**src/rtl/core/key_edge_and_double_click_qualifier_macros.svh**
```systemverilog
// Assertion macros for the key edge and double-click qualifier.
// Each macro expects clk_i and rst_ni to be in scope where it is used.
`ifndef KEY_EDGE_AND_DOUBLE_CLICK_QUALIFIER_MACROS_SVH
`define KEY_EDGE_AND_DOUBLE_CLICK_QUALIFIER_MACROS_SVH

`define KDC_ASSERT_ALWAYS(label, expr, msg) \
  label: assert property (@(posedge clk_i) disable iff (!rst_ni) (expr)) else $error(msg);

`define KDC_ASSERT_IMPL(label, ante, cons, msg) \
  label: assert property (@(posedge clk_i) disable iff (!rst_ni) (ante) |-> (cons)) \
    else $error(msg);

`define KDC_ASSERT_NEXT(label, ante, cons, msg) \
  label: assert property (@(posedge clk_i) disable iff (!rst_ni) (ante) |=> (cons)) \
    else $error(msg);

`endif

```
**src/rtl/core/kdcq_pkg.sv**
```systemverilog
// Package for the key edge and double-click qualifier.
// Holds the transfer payload types and the fixed bit positions and codes; no dependencies.
package kdcq_pkg;

  localparam logic OpScan = 1'b0;
  localparam logic OpTick = 1'b1;

  localparam int unsigned KeyCount = 9;
  localparam int unsigned LineCount = 3;
  localparam int unsigned ZeroKeyBit = 8;
  localparam int unsigned LineResetBit = 0;
  localparam int unsigned LineStartBit = 1;
  localparam int unsigned LineStopBit = 2;

  localparam int unsigned WindowWidth = 16;
  localparam logic [WindowWidth-1:0] ClickWindowReset = 16'd1000;

  typedef struct packed {
    logic                 op;
    logic [KeyCount-1:0]  key_pins;
    logic [LineCount-1:0] line_pins;
  } in_item_t;

  typedef struct packed {
    logic [KeyCount-2:0] key_events;
    logic                zero_single;
    logic                zero_double;
    logic                reset_single;
    logic                reset_double;
    logic                start_event;
    logic                stop_event;
  } out_item_t;

endpackage

```
**src/rtl/core/key_edge_and_double_click_qualifier.sv**
```systemverilog
// Key edge and double-click qualifier: a top level built as one register stage per side.
// Depends on kdcq_pkg and key_edge_and_double_click_qualifier_macros.svh.
//
// Each transfer in is either a scan of active-low key and line levels or a one-millisecond
// tick, and gives exactly one transfer out. The block takes one item every cycle unless
// in_stall_o holds it; an item is captured in the input register and then moves into the
// result register. The edge detection, window timers and expiry compare sit between those
// two registers. A stalled result holds the input register, so in_stall_o follows
// out_stall_i in the same cycle once both registers are full. The click window register
// may be written at any time the block is idle; cfg_ready_o is always high.
`include "key_edge_and_double_click_qualifier_macros.svh"

module key_edge_and_double_click_qualifier #(
  parameter int unsigned TIMER_WIDTH = 16
) (
  input  logic                                     clk_i,
  input  logic                                     rst_ni,
  input  logic                                     in_valid_i,
  output logic                                     in_stall_o,
  input  kdcq_pkg::in_item_t                       in_data_i,
  output logic                                     out_valid_o,
  input  logic                                     out_stall_i,
  output kdcq_pkg::out_item_t                      out_data_o,
  input  logic                                     cfg_valid_i,
  output logic                                     cfg_ready_o,
  input  logic [kdcq_pkg::WindowWidth-1:0]         cfg_data_i
);

  localparam int unsigned CmpWidth =
      (TIMER_WIDTH > kdcq_pkg::WindowWidth) ? TIMER_WIDTH : kdcq_pkg::WindowWidth;

  logic [kdcq_pkg::WindowWidth-1:0] window_q;

  logic                 s1_valid_q;
  kdcq_pkg::in_item_t   s1_item_q;
  logic                 out_valid_q;
  kdcq_pkg::out_item_t  out_item_q;
  kdcq_pkg::out_item_t  res_d;

  logic [kdcq_pkg::KeyCount-1:0]  key_prev_q, key_prev_d;
  logic [kdcq_pkg::LineCount-1:0] line_prev_q, line_prev_d;
  logic                           zero_pending_q, zero_pending_d;
  logic                           reset_pending_q, reset_pending_d;
  logic [TIMER_WIDTH-1:0]         zero_timer_q, zero_timer_d;
  logic [TIMER_WIDTH-1:0]         reset_timer_q, reset_timer_d;

  logic                           out_free;
  logic                           advance;
  logic                           in_accept;
  logic [kdcq_pkg::KeyCount-1:0]  key_now;
  logic [kdcq_pkg::KeyCount-1:0]  key_edge;
  logic [kdcq_pkg::LineCount-1:0] line_now;
  logic [kdcq_pkg::LineCount-1:0] line_edge;
  logic [TIMER_WIDTH-1:0]         zero_timer_inc;
  logic [TIMER_WIDTH-1:0]         reset_timer_inc;
  logic                           zero_expired;
  logic                           reset_expired;

  assign out_free    = !out_valid_q || !out_stall_i;
  assign advance     = s1_valid_q && out_free;
  assign in_stall_o  = s1_valid_q && !out_free;
  assign in_accept   = in_valid_i && !in_stall_o;
  assign out_valid_o = out_valid_q;
  assign out_data_o  = out_item_q;
  assign cfg_ready_o = 1'b1;

  always_ff @(posedge clk_i or negedge rst_ni) begin
    if (!rst_ni) begin
      window_q <= kdcq_pkg::ClickWindowReset;
    end else if (cfg_valid_i && cfg_ready_o) begin
      window_q <= cfg_data_i;
    end
  end

  always_ff @(posedge clk_i or negedge rst_ni) begin
    if (!rst_ni) begin
      s1_valid_q <= 1'b0;
    end else if (in_accept) begin
      s1_valid_q <= 1'b1;
    end else if (advance) begin
      s1_valid_q <= 1'b0;
    end
  end

  always_ff @(posedge clk_i) begin
    if (in_accept) begin
      s1_item_q <= in_data_i;
    end
  end

  always_comb begin
    key_now   = ~s1_item_q.key_pins;
    line_now  = ~s1_item_q.line_pins;
    key_edge  = key_now & ~key_prev_q;
    line_edge = line_now & ~line_prev_q;

    zero_timer_inc  = (&zero_timer_q) ? zero_timer_q : zero_timer_q + 1'b1;
    reset_timer_inc = (&reset_timer_q) ? reset_timer_q : reset_timer_q + 1'b1;
    zero_expired  = CmpWidth'(zero_timer_inc) >= CmpWidth'(window_q);
    reset_expired = CmpWidth'(reset_timer_inc) >= CmpWidth'(window_q);

    res_d           = '0;
    key_prev_d      = key_prev_q;
    line_prev_d     = line_prev_q;
    zero_pending_d  = zero_pending_q;
    reset_pending_d = reset_pending_q;
    zero_timer_d    = zero_timer_q;
    reset_timer_d   = reset_timer_q;

    if (s1_item_q.op == kdcq_pkg::OpTick) begin
      zero_timer_d  = zero_timer_inc;
      reset_timer_d = reset_timer_inc;
      if (zero_pending_q && zero_expired) begin
        zero_pending_d    = 1'b0;
        res_d.zero_single = 1'b1;
      end
      if (reset_pending_q && reset_expired) begin
        reset_pending_d    = 1'b0;
        res_d.reset_single = 1'b1;
      end
    end else begin
      key_prev_d        = key_now;
      line_prev_d       = line_now;
      res_d.key_events  = key_edge[kdcq_pkg::KeyCount-2:0];
      res_d.start_event = line_edge[kdcq_pkg::LineStartBit];
      res_d.stop_event  = line_edge[kdcq_pkg::LineStopBit];
      if (key_edge[kdcq_pkg::ZeroKeyBit]) begin
        if (zero_pending_q) begin
          zero_pending_d    = 1'b0;
          res_d.zero_double = 1'b1;
        end else begin
          zero_pending_d = 1'b1;
          zero_timer_d   = '0;
        end
      end
      if (line_edge[kdcq_pkg::LineResetBit]) begin
        if (reset_pending_q) begin
          reset_pending_d    = 1'b0;
          res_d.reset_double = 1'b1;
        end else begin
          reset_pending_d = 1'b1;
          reset_timer_d   = '0;
        end
      end
    end
  end

  always_ff @(posedge clk_i or negedge rst_ni) begin
    if (!rst_ni) begin
      key_prev_q      <= '1;
      line_prev_q     <= '0;
      zero_pending_q  <= 1'b0;
      reset_pending_q <= 1'b0;
      zero_timer_q    <= '0;
      reset_timer_q   <= '0;
    end else if (advance) begin
      key_prev_q      <= key_prev_d;
      line_prev_q     <= line_prev_d;
      zero_pending_q  <= zero_pending_d;
      reset_pending_q <= reset_pending_d;
      zero_timer_q    <= zero_timer_d;
      reset_timer_q   <= reset_timer_d;
    end
  end

  always_ff @(posedge clk_i or negedge rst_ni) begin
    if (!rst_ni) begin
      out_valid_q <= 1'b0;
    end else if (out_free) begin
      out_valid_q <= s1_valid_q;
    end
  end

  always_ff @(posedge clk_i) begin
    if (advance) begin
      out_item_q <= res_d;
    end
  end

  `KDC_ASSERT_IMPL(a_tick_result_clean,
      out_valid_q && (out_item_q.zero_single || out_item_q.reset_single),
      out_item_q.key_events == '0 && !out_item_q.start_event && !out_item_q.stop_event,
      "A single click result carries scan events.")
  `KDC_ASSERT_NEXT(a_zero_double_closes, advance && res_d.zero_double, !zero_pending_q,
      "Zero key window still open after a double click.")
  `KDC_ASSERT_NEXT(a_reset_single_closes, advance && res_d.reset_single, !reset_pending_q,
      "Reset line window still open after a single click.")
  `KDC_ASSERT_ALWAYS(a_stall_needs_item, !in_stall_o || (s1_valid_q && out_valid_q),
      "Input stalled while the pipeline has room.")

endmodule
```
**config.mk**
```make
export PLATFORM = sky130hd
export DESIGN_NAME = key_edge_and_double_click_qualifier
export DESIGN_NICKNAME = d
export VERILOG_FILES = /design/src/rtl/core/kdcq_pkg.sv /design/src/rtl/core/key_edge_and_double_click_qualifier.sv
export VERILOG_INCLUDE_DIRS = /design/src /design/src/rtl/core
export SDC_FILE = /design/constraint.sdc
export NUM_CORES = 1
export LEC_CHECK = 0
export ABC_AREA = 1
export BUFFER_PORTS_ARGS = -buffer_cell sky130_fd_sc_hd__buf_2
export CORE_ASPECT_RATIO = 1.5
export CORE_UTILIZATION = 25
export DETAILED_ROUTE_END_ITERATION = 7
export GPL_TIMING_DRIVEN = 0
export PLACE_DENSITY = 0.48
export RECOVER_POWER = 100
export SKIP_CTS_REPAIR_TIMING = 1
export SLEW_MARGIN = 25
export SYNTH_ARGS = -nofsm -noshare
export SYNTH_HDL_FRONTEND = slang
export SYNTH_SLANG_ARGS = --single-unit
```
**constraint.sdc**
```tcl
create_clock -name clk_i -period 7.25 [get_ports clk_i]
set_clock_uncertainty 0.05 [all_clocks]
set_input_delay 1.45 -clock clk_i [delete_from_list [all_inputs] [get_ports clk_i]]
set_output_delay 1.45 -clock clk_i [all_outputs]
set_load 0.01 [all_outputs]
```
==> impl_metrics.env <==
export IMPL_seq_area_frac_synth_pct=48.50
export IMPL_start_util_pct=25.43
export IMPL_vias=3911
export IMPL_grt_usage_pct=12.63
export IMPL_cts_tree="yes"
export IMPL_critPathMaxFanout=19
export IMPL_fin_crit_ps=4619
export IMPL_cts_max_path_buffers=2
export IMPL_final_area_mm2=0.005847
export IMPL_setup_viol_count_final=0
export IMPL_grt_pass1_wl_mm=20.25
export IMPL_cp_arrival_ps=4770
export IMPL_ys_types=41
export IMPL_crit_required_ps=7400
export IMPL_violations="capacitance limit, slew limit"
export IMPL_drive_gt1_share_pct=11.83
export IMPL_die_area_mm2=0.02063
export IMPL_post_synth_cell_area_avg_um2=8.568
export IMPL_routabilityCongestion=0.7942
export IMPL_irDropWorstVdd_mv=0.1023
export IMPL_wl_mm=12.22
export IMPL_crit_reg2reg_launch="out_valid_o$_DFFE_PN0P_"
export IMPL_die_w_um=117.6
export IMPL_htreeDepth=3
export IMPL_drt_iter0_drc=194
export IMPL_synth_warning_count=0
export IMPL_clkSinkCount=91
export IMPL_dpl_instance_area_mm2=0.005613
export IMPL_fin_tns_setup_ps=0
export IMPL_area_delta_synth_final_pct=16.65
export IMPL_tightest_slew_ps=2612
export IMPL_start_kind="input port"
export IMPL_cts_buffers=9
export IMPL_antenna_found_initial=0
export IMPL_n_antenna_cell=0
export IMPL_cts_root_buf="clkbuf_16"
export IMPL_grt_setup_unrepaired="false"
export IMPL_finalCritPeriodShare_pct=63.71
export IMPL_drc_errors=0
export IMPL_synth_fp_nets=653
export IMPL_ios=51
export IMPL_outcome="complete, but fails checks"
export IMPL_min_delay_start="s1_item_q[7]$_DFFE_PP_"
export IMPL_clk_latency_ps=360
export IMPL_reg2reg_depth=9
export IMPL_grt_pass1_vias=4132
export IMPL_io_buffer_count=49
export IMPL_place_worst_setup_slack_ps=3602
export IMPL_holdWs_ps=381.8
export IMPL_final_common_cell="nand2_1"
export IMPL_slew_headroom_pct=-74.16
export IMPL_vias_per_cell=4.293
export IMPL_powerDensity_mw_per_mm2=265.2
export IMPL_die_y_um=175.4
export IMPL_syn_area_mm2=0.005012
export IMPL_num_fill_cells=2158
export IMPL_rows=63
export IMPL_antenna_left=0
export IMPL_whs_endpoint="key_prev_q[4]$_DFFE_PN1P_"
export IMPL_reg2reg_slack_ps=3420
export IMPL_overflow=0
export IMPL_min_path_type="reg2reg"
export IMPL_postSynthCellCount=585
export IMPL_nets=714
export IMPL_first_pass_iters=5
export IMPL_hold_depth=1
export IMPL_core_area_mm2=0.01971
export IMPL_setup_slack_ps=2631
export IMPL_leakage_uw=0.002795
export IMPL_grt_max_degree=46
export IMPL_ff_latch_area_mm2=0.002431
export IMPL_max_freq_ghz=0.2165
export IMPL_clk_pin_slew_ps=80
export IMPL_final_cell_mix="nand2_1 (154), inv_1 (89), o21ai_0 (54)"
export IMPL_post_dp_hpwl_mm=9.282
export IMPL_reg2reg_to="zero_timer_q[2]$_DFFE_PN0P_"
export IMPL_drv_cap=2
export IMPL_multiInputGateArea_mm2=0.002160
export IMPL_routedWlPerCell_um=13.41
export IMPL_crit_path_end_kind="flop"
export IMPL_hold_viol_final=0
export IMPL_crit_type="in2reg"
export IMPL_slew_viol_final=66
export IMPL_ys_ff_latch=91
==> area by class of cell <==
class	count	area share (%)
timing repair buffer	50	3.873
clock buffer	9	3.852
inverter	90	5.821
multi-input combinational	392	36.94
buffer	12	0.9844
tap	260	5.564
sequential	91	41.58
clock inverter	7	1.391
==> synthesized netlist by cell type (all sizes together) <==
library cell | instances | area (um^2)
or2 | 1 | 6.260
nor2 | 41 | 192.7
buf | 4 | 28.78
dfrtp | 49 | 1226
a21boi | 1 | 7.510
inv | 90 | 340.3
nand4 | 5 | 31.28
o21bai | 2 | 15.01
o31ai | 3 | 27.52
conb | 1 | 3.750
a21oi | 20 | 103.9
clkbuf | 8 | 30.03
o22ai | 7 | 43.79
dfstp | 15 | 394.1
ha | 34 | 425.4
xor2 | 20 | 182.7
nand2 | 155 | 584.3
nor3 | 26 | 141.4
nand3b | 1 | 7.510
o21a | 1 | 7.510
o21ai | 57 | 289.0
edfxtp | 27 | 810.8
mux2 | 1 | 11.26
a22o | 2 | 17.52
and2 | 1 | 6.260
nand3 | 13 | 77.58
==> how the worst max path moves through the flow <==
stage / start / to / slack (ps) / depth (start not counted)
after floorplan: out_stall_i / in_stall_o / 4040 / 2
after global placement: out_stall_i / zero_timer_q[6]$_DFFE_PN0P_ / 3590 / 10
after detailed placement: out_stall_i / zero_timer_q[2]$_DFFE_PN0P_ / 3600 / 10
after CTS: out_stall_i / in_stall_o / 3890 / 4
after global routing: rst_ni / zero_timer_q[13]$_DFFE_PN0P_ / 2060 / 2
final: out_stall_i / zero_timer_q[2]$_DFFE_PN0P_ / 2630 / 10
==> through the flow <==
stage	total power [uW]	cells	utilization [%]
global placement	1075	894	28.33
detailed placement	1082	895	28.48
finish	1550	911	29.67
global route	1660	911	29.67
CTS	1580	911	30.04
floorplan	962.1	585	-
==> report_power, final <==
| group | internal (uW) | leakage, uW | switching [uW] | total, uW |
|---|---|---|---|---|
| Combinational | 143 | 0.00158 | 233 | 376 |
| Sequential | 625 | 0.00106 | 57.0 | 682 |
| Clock | 246 | 0.000150 | 246 | 492 |
| Total | 1010 | 0.00279 | 536 | 1550 |
==> state kept, by name, indices dropped and copies added (netlist names) <==
signal and count:
key_prev_q 9, out_data_o 14, s1_valid_q 1, zero_pending_q 1
window_q 16, line_prev_q 3, zero_timer_q 16, out_valid_o 1
reset_timer_q 16, s1_item_q 13, reset_pending_q 1
==> logic make-up after synthesis <==
group,count (synthesis),synth area share [%]
other,1,0.07482
xor gates and xnor gates,20,3.645
AOI/OAI and AO/OA,93,10.21
and+or+nand+nor,243,20.89
DFF,91,48.50
muxes,1,0.2246
adders and majority gates,34,8.487
buffers and inverters,102,7.963
==> critical path, stage by stage <==
cell and delay, ps:
buf_2 90, nand2_1 80, inv_1 40, nor2_1 1140
inv_1 240, nor2_1 550, inv_1 430, o31ai_1 400
buf_6 240, o22ai_1 90
==> per-layer routing <==
| metal | share of wire (%) | wire [um] | track usage [%] | vias to the layer above |
|---|---|---|---|---|
| li1 | - | - | - | 2013 |
| met1 | 40 | 4937 | 12.58 | 1815 |
| met2 | 54 | 6577 | 24.51 | 66 |
| met3 | 2.5 | 308 | 2.175 | 17 |
| met4 | 3.2 | 391 | 6.838 | 0 |
| met5 | 0 | 0 | 0 | - |
Power figures use the tool's default switching activity.
